===== src/sv/timed_actuator_gait_sequencer_top_defines.svh =====
// Assertion macros shared by the gait sequencer modules
`ifndef TIMED_ACTUATOR_GAIT_SEQUENCER_TOP_DEFINES_SVH
`define TIMED_ACTUATOR_GAIT_SEQUENCER_TOP_DEFINES_SVH

// check a condition in the same cycle as its trigger
`define TAGS_ASSERT_NOW(label, clk, rst, trig, cond, msg) \
  label: assert property (@(posedge clk) disable iff (rst) (trig) |-> (cond)) \
    else $error(msg);

// check a condition in the cycle after its trigger
`define TAGS_ASSERT_NEXT(label, clk, rst, trig, cond, msg) \
  label: assert property (@(posedge clk) disable iff (rst) (trig) |=> (cond)) \
    else $error(msg);

`endif


===== src/sv/tags_pkg.sv =====
// Types, codes and helpers for the gait sequencer
package tags_pkg;

  localparam int CountW = 17;
  localparam int TimeW  = 16;
  localparam logic [CountW-1:0] CountMax = {CountW{1'b1}};

  localparam logic [1:0] MODE_TICK  = 2'd0;
  localparam logic [1:0] MODE_START = 2'd1;
  localparam logic [1:0] MODE_STOP  = 2'd2;

  localparam logic [1:0] CH_REAR  = 2'd0;
  localparam logic [1:0] CH_FRONT = 2'd1;
  localparam logic [1:0] CH_SPINE = 2'd2;

  localparam logic [1:0] REG_HEAT   = 2'd0;
  localparam logic [1:0] REG_COOL   = 2'd1;
  localparam logic [1:0] REG_SETTLE = 2'd2;

  localparam logic [TimeW-1:0] HeatReset   = 16'd500;
  localparam logic [TimeW-1:0] CoolReset   = 16'd1000;
  localparam logic [TimeW-1:0] SettleReset = 16'd200;

  typedef enum logic [7:0] {
    ST_IDLE   = 8'b0000_0001,
    ST_REL1   = 8'b0000_0010,
    ST_CONTR  = 8'b0000_0100,
    ST_ATT1   = 8'b0000_1000,
    ST_REL2   = 8'b0001_0000,
    ST_EXT    = 8'b0010_0000,
    ST_ATT2   = 8'b0100_0000,
    ST_DONE   = 8'b1000_0000
  } state_t;

  typedef struct packed {
    logic [TimeW-1:0] heat_time;
    logic [TimeW-1:0] cool_time;
    logic [TimeW-1:0] settle_time;
  } cfg_t;

  typedef struct packed {
    logic       cmd_valid;
    logic [1:0] cmd_channel;
    logic       cmd_heat;
    logic       all_release;
    logic       done_res;
    logic [2:0] phase_now;
  } res_t;

  function automatic logic [2:0] phase_of(input state_t s);
    logic [2:0] p;
    unique case (s)
      ST_IDLE:  p = 3'd0;
      ST_REL1:  p = 3'd1;
      ST_CONTR: p = 3'd2;
      ST_ATT1:  p = 3'd3;
      ST_REL2:  p = 3'd4;
      ST_EXT:   p = 3'd5;
      ST_ATT2:  p = 3'd6;
      ST_DONE:  p = 3'd7;
      default:  p = 3'd0;
    endcase
    return p;
  endfunction

endpackage


===== src/sv/tags_step.sv =====
// Phase state, elapsed count and per-item result logic of the gait sequencer
`include "timed_actuator_gait_sequencer_top_defines.svh"

module tags_step import tags_pkg::*; (
  input  logic       clk,
  input  logic       rst,
  input  logic       step_en,
  input  logic [1:0] mode,
  input  logic       dir,
  input  cfg_t       cfg,
  output res_t       res
);

  state_t              state, state_next;
  logic                forward_dir, forward_dir_next;
  logic [CountW-1:0]   count, count_next;
  logic [CountW-1:0]   count_inc;
  logic [CountW-1:0]   wait_long;
  logic [CountW-1:0]   heat_ext;
  logic                heat_done, long_done;
  logic [1:0]          pad_first, pad_second;

  assign count_inc  = (count == CountMax) ? count : count + 1'b1;
  assign wait_long  = {1'b0, cfg.settle_time} + {1'b0, cfg.cool_time};
  assign heat_ext   = {1'b0, cfg.heat_time};
  assign heat_done  = count_inc >= heat_ext;
  assign long_done  = count_inc >= wait_long;
  assign pad_first  = forward_dir ? CH_REAR : CH_FRONT;
  assign pad_second = forward_dir ? CH_FRONT : CH_REAR;

  always_comb begin
    state_next       = state;
    forward_dir_next = forward_dir;
    count_next       = count;
    res              = '0;
    unique case (mode)
      MODE_START: begin
        forward_dir_next = ~dir;
        state_next       = ST_REL1;
        count_next       = '0;
      end
      MODE_STOP: begin
        res.all_release  = 1'b1;
        state_next       = ST_IDLE;
        forward_dir_next = 1'b0;
        count_next       = '0;
      end
      MODE_TICK: begin
        count_next = count_inc;
        unique case (state)
          ST_IDLE: begin
            res.done_res = 1'b1;
          end
          ST_REL1: begin
            res.cmd_valid   = 1'b1;
            res.cmd_channel = pad_first;
            res.cmd_heat    = 1'b1;
            state_next      = ST_CONTR;
          end
          ST_CONTR: begin
            if (heat_done) begin
              res.cmd_valid   = 1'b1;
              res.cmd_channel = CH_SPINE;
              res.cmd_heat    = 1'b1;
              state_next      = ST_ATT1;
            end
          end
          ST_ATT1: begin
            if (heat_done) begin
              res.cmd_valid   = 1'b1;
              res.cmd_channel = pad_first;
              state_next      = ST_REL2;
            end
          end
          ST_REL2: begin
            if (long_done) begin
              res.cmd_valid   = 1'b1;
              res.cmd_channel = pad_second;
              res.cmd_heat    = 1'b1;
              state_next      = ST_EXT;
            end
          end
          ST_EXT: begin
            if (heat_done) begin
              res.cmd_valid   = 1'b1;
              res.cmd_channel = CH_SPINE;
              state_next      = ST_ATT2;
            end
          end
          ST_ATT2: begin
            if (heat_done) begin
              res.cmd_valid   = 1'b1;
              res.cmd_channel = pad_second;
              state_next      = ST_DONE;
            end
          end
          ST_DONE: begin
            if (long_done) begin
              res.done_res = 1'b1;
              state_next   = ST_IDLE;
            end
          end
          default: begin
            state_next = state;
          end
        endcase
        if (state_next != state) begin
          count_next = '0;
        end
      end
      default: begin
        state_next = state;
      end
    endcase
    res.phase_now = phase_of(state_next);
  end

  always_ff @(posedge clk) begin
    if (rst) begin
      state       <= ST_IDLE;
      forward_dir <= 1'b0;
      count       <= '0;
    end else if (step_en) begin
      state       <= state_next;
      forward_dir <= forward_dir_next;
      count       <= count_next;
    end
  end

  `TAGS_ASSERT_NEXT(a_stop_idle, clk, rst, step_en && mode == MODE_STOP,
    state == ST_IDLE && count == '0 && !forward_dir, "stop did not return to idle")
  `TAGS_ASSERT_NEXT(a_start_rel1, clk, rst, step_en && mode == MODE_START,
    state == ST_REL1 && count == '0, "start did not enter the first phase")
  `TAGS_ASSERT_NOW(a_cmd_tick_only, clk, rst, res.cmd_valid,
    mode == MODE_TICK && state != ST_IDLE && state != ST_DONE,
    "command outside an active tick")

endmodule


===== src/sv/timed_actuator_gait_sequencer_top.sv =====
// Top level of the gait sequencer: register port, item handshake and result register
//
//  channel | handshake         | payload
//  --------+-------------------+------------------------------------------------
//  config  | psel/penable/...  | paddr[3:0], pwdata[31:0], prdata[31:0]
//  input   | in_valid/in_ready | mode[1:0], dir
//  output  | out_valid/out_rdy | cmd_valid, cmd_channel, cmd_heat, all_release,
//          |                   | done_res, phase_now
//
// One item per cycle while the output is not stalled; each result appears in the cycle after its item is taken.
// The result register is the only stage: an item is taken whenever it is empty
// or being drained in the same cycle, so a stall holds one result and blocks input.
// Synchronous reset returns the sequencer to idle and loads the default times.
`include "timed_actuator_gait_sequencer_top_defines.svh"

module timed_actuator_gait_sequencer_top import tags_pkg::*; (
  input  logic        clk,
  input  logic        rst,
  input  logic        psel,
  input  logic        penable,
  input  logic        pwrite,
  input  logic [3:0]  paddr,
  input  logic [31:0] pwdata,
  output logic [31:0] prdata,
  output logic        pready,
  input  logic        in_valid,
  output logic        in_ready,
  input  logic [1:0]  mode,
  input  logic        dir,
  output logic        out_valid,
  input  logic        out_ready,
  output logic        cmd_valid,
  output logic [1:0]  cmd_channel,
  output logic        cmd_heat,
  output logic        all_release,
  output logic        done_res,
  output logic [2:0]  phase_now
);

  cfg_t       cfg;
  res_t       res, res_q;
  logic       step_en;
  logic       wr_en;
  logic [1:0] reg_idx;

  assign pready  = 1'b1;
  assign reg_idx = paddr[3:2];
  assign wr_en   = psel && penable && pwrite;

  always_ff @(posedge clk) begin
    if (rst) begin
      cfg.heat_time   <= HeatReset;
      cfg.cool_time   <= CoolReset;
      cfg.settle_time <= SettleReset;
    end else if (wr_en) begin
      unique case (reg_idx)
        REG_HEAT:   cfg.heat_time   <= pwdata[TimeW-1:0];
        REG_COOL:   cfg.cool_time   <= pwdata[TimeW-1:0];
        REG_SETTLE: cfg.settle_time <= pwdata[TimeW-1:0];
        default:    cfg.heat_time   <= cfg.heat_time;
      endcase
    end
  end

  always_comb begin
    unique case (reg_idx)
      REG_HEAT:   prdata = {16'd0, cfg.heat_time};
      REG_COOL:   prdata = {16'd0, cfg.cool_time};
      REG_SETTLE: prdata = {16'd0, cfg.settle_time};
      default:    prdata = '0;
    endcase
  end

  assign in_ready = !out_valid || out_ready;
  assign step_en  = in_valid && in_ready;

  tags_step u_step (
    .clk     (clk),
    .rst     (rst),
    .step_en (step_en),
    .mode    (mode),
    .dir     (dir),
    .cfg     (cfg),
    .res     (res)
  );

  always_ff @(posedge clk) begin
    if (rst) begin
      out_valid <= 1'b0;
    end else if (in_ready) begin
      out_valid <= in_valid;
    end
  end

  always_ff @(posedge clk) begin
    if (step_en) begin
      res_q <= res;
    end
  end

  assign cmd_valid   = res_q.cmd_valid;
  assign cmd_channel = res_q.cmd_channel;
  assign cmd_heat    = res_q.cmd_heat;
  assign all_release = res_q.all_release;
  assign done_res    = res_q.done_res;
  assign phase_now   = res_q.phase_now;

  `TAGS_ASSERT_NOW(a_cmd_not_stop, clk, rst, out_valid && cmd_valid,
    !all_release && !done_res, "command mixed with stop or done")
  `TAGS_ASSERT_NOW(a_done_idle, clk, rst, out_valid && (done_res || all_release),
    phase_now == 3'd0, "done or stop not at idle")
  `TAGS_ASSERT_NEXT(a_take_loads, clk, rst, step_en, out_valid,
    "taken item produced no result")

endmodule

===== config.mk =====
export PLATFORM = sky130hd
export DESIGN_NAME = timed_actuator_gait_sequencer_top
export DESIGN_NICKNAME = d
export VERILOG_FILES = /design/src/sv/tags_pkg.sv /design/src/sv/tags_step.sv /design/src/sv/timed_actuator_gait_sequencer_top.sv
export VERILOG_INCLUDE_DIRS = /design/src /design/src/sv
export SDC_FILE = /design/constraint.sdc
export NUM_CORES = 1
export LEC_CHECK = 0
export ABC_AREA = 1
export BUFFER_PORTS_ARGS = -buffer_cell sky130_fd_sc_hd__buf_4
export CAP_MARGIN = 15
export CORE_UTILIZATION = 63
export CTS_CLUSTER_SIZE = 40
export DETAILED_ROUTE_END_ITERATION = 8
export PLACE_DENSITY = 0.87
export SLEW_MARGIN = 5
export SYNTH_ARGS = -nofsm -noshare
export SYNTH_HDL_FRONTEND = slang
export SYNTH_HIERARCHICAL = 1
export SYNTH_SLANG_ARGS = --single-unit

===== constraint.sdc =====
create_clock -name clk -period 7.65 [get_ports clk]
set_input_delay 1.1475 -clock clk [delete_from_list [all_inputs] [get_ports clk]]
set_output_delay 1.1475 -clock clk [all_outputs]
set_load 0.05 [all_outputs]

==> results.yml <==
clock_network:
  cts_buffer_depth: 2
  cts_tree: "yes"
  cts_inserted_buffers: 9
  clk_pin_slew_ns: 0.09
  cts.sinks: 84
  hold_buffers: 0
  cts_setup_buffers: 0
  htree_levels: 3
  clk_latency_ns: 0.37
  cts_root_buf: "clkbuf_8"
  post_cts_resized: 0
critical_path:
  cp-start-kind: "flop"
  worst_ep_arrival_time_ns: 4.79
  crit_fanout: 18
  crit_type: "reg -> reg"
  worstReg2RegStart: "cfg[0]"
  ff2ff_path_depth: 29
  max_stage_delay_ns: 0.41
  timing.rr.end: "phase_now[0]"
  crit_path_end: "phase_now[0]"
  cp-startpoint: "cfg[0]"
  end_kind: "flop"
  crit_top_cell: "nand2_1"
  r2r_slack_ns: 2.97
  crit_required_ns: 7.76
  slowest_stage: "fa_1"
timing:
  period_minus_slack_ns: 4.68
  maxSlewViolCount: 0
  finalWorstSetupSlack_ns: 2.97
  fin_tns_setup_ns: 0
  fmax_mhz: 214
  finalHoldViolations: 0
  relSlewSlack: 0.487
  period_share: 0.612
  worst_pin_slew_ns: 0.767
  grt_setup_unrepaired: "false"
  finClkSkew_ns: 0.0121
  whs_ns: 0.485
  setup_violations: 0
yosys:
  yosys_warnings: 6
  netlist_area_um2: 6330
  ys_types: 46
  synth_top_cell_by_area: "dfxtp_1"
  synth.area.top_cells: "dfxtp_1, nand2_1, ha_1"
  ys_ff_latch: 84
  ys_seq_area_frac: 0.280
  yosys.area.top_type_share: 0.237
  synth_cells: 961
  syn_area_per_cell_um2: 6.59
floorplanning:
  die_area_um2: 10500
  start_util: 0.648
  ioPinCount: 90
  coreArea_um2: 9770
  die_x_um: 102
  die_height_um: 102
  rows: 36
global_route:
  grt_max_degree: 49
  grt_usage: 0.308
  grt_overflow: 0
  antenna_found_initial: 0
  first_global_vias: 5435
  grt_pass1_wl_mm: 25.0
pwr:
  p_per_area_nw_per_um2: 149
  peakVddDrop_uv: 106
  leakage_nw: 3.42
worst_hold_path:
  holdPathStages: 2
  min_path_type: "reg -> reg"
status:
  status: "finished, final reports clean"
place:
  dpl.cell_count: 1124
  dp_hpwl_mm: 11.2
  io_buffer_count: 54
  gp_congestion: 0.979
  pre_cts_ws_ns: 3.08
finish:
  final_cells: 1140
  fin_util: 0.714
  antenna_cells: 0
  area_delta_synth_final_pct: 10.2
  layout.nets: 1103
  drive_above_1_share: 0.121
drt:
  dr.first_iter.drc_count: 391
  routedWlPerCell_um: 13.4
  dr_total_vias: 6217
  drc_errors: 0
  ant_nets: 0
  firstDrtPassIters: 5
  post_drt_via_cell_ratio: 5.45
  wl_mm: 15.3
flow_run:
  maxCapViolCount: 0
==> worst min-delay path by stage <==
| stage | startpoint | end | slack (ns) |
|---|---|---|---|
| floorplan | cfg[34] | cfg[34] | 0.45 |
| global placement | cfg[38] | cfg[38] | 0.47 |
| detailed placement | u_step/count[10] | u_step/count[10] | 0.47 |
| CTS | u_step/count[10] | u_step/count[10] | 0.49 |
| global route | u_step/count[10] | u_step/count[10] | 0.51 |
| finish | u_step/count[10] | u_step/count[10] | 0.49 |
==> logic make-up (layout without fill, tap and decap cells) <==
group,count (synthesis),count (layout),synth area share
DFF,84,84,0.280
AOI/OAI and AO/OA,89,89,0.0773
other,2,17,0.00119
adders and majority gates,55,55,0.110
and+or+nand+nor,559,559,0.391
xor gates and xnor gates,27,27,0.0373
buffers and inverters,145,176,0.103
==> cells in the final DEF, fill, tap and decap left out, types with 10 or more instances in the layout <==
master / n
a21oi_1: 63
inv_2: 11
ha_1: 54
nor2_2: 10
nand3_1: 111
inv_1: 90
dfxtp_1: 75
conb_1: 17
xor2_1: 20
buf_4: 59
nor2_1: 115
nand2_1: 275
==> power breakdown <==
| part | total, W | switching, W | internal [W] |
|---|---|---|---|
| logic | 0.000186 | 0.000131 | 0.0000548 |
| clock network | 0.000395 | 0.000169 | 0.000225 |
| registers | 0.000462 | 0.00000739 | 0.000455 |
==> state kept, by name, indices dropped and copies added, names as in the netlist <==
name	flops
u_step/state	8
done_res	1
cmd_channel	2
u_step/count	17
cmd_heat	1
all_release	1
u_step/forward_dir	1
phase_now	3
out_valid	1
cfg	48
cmd_valid	1
==> synthesized netlist by cell type, drive strengths merged <==
library cell and n:
edfxtp 9, buf 34, dfxtp 75, clkbuf 10, nand4 13, xor2 20, or2 2, fa 1
nor2 132, o31ai 1, conb 2, and3b 1, o21ai 9, a21oi 64, a21o 1, o221ai 1
inv 101, xnor2 7, a31oi 2, o21a 1, nand2 282, nor3 10, o21bai 2, nand3 115
ha 54, a21boi 1, o211ai 4, nand3b 2, and3 2, o2111ai 1, a22oi 2
==> stage by stage <==
stage | area, um^2 | total power, W
after global placement | 6720 | 0.000653
after floorplan | 6390 | 0.000614
after global routing | 6980 | 0.00109
after detailed placement | 6720 | 0.000655
final | 6980 | 0.00104
after CTS | 6980 | 0.00105
==> worst max-delay path: cells and delay by family, from the launching register on <==
kind | cells | cell delay (ns)
simple gates | 18 | 1.79
compound gates | 6 | 1.03
buf+inv | 1 | 0.04
fa+ha+maj | 3 | 0.97
flops | 1 | 0.34
xor+xnor | 1 | 0.26
==> per-layer routing <==
layer,global-route usage,wire length [um]
met2,0.515,7290
met3,0.0458,1100
met4,0.116,252
met5,0,0
met1,0.402,6610
==> final cells by class <==
cell class	instances	area [um^2]
clock buffers	12	178
clock inverters	4	76.3
fillers	859	2800
inverters	101	379
multi-input cells	747	3960
flip-flops and latches	84	1770
well taps	133	166
repair buffers	59	443
(Power assumes the default switching activity.)
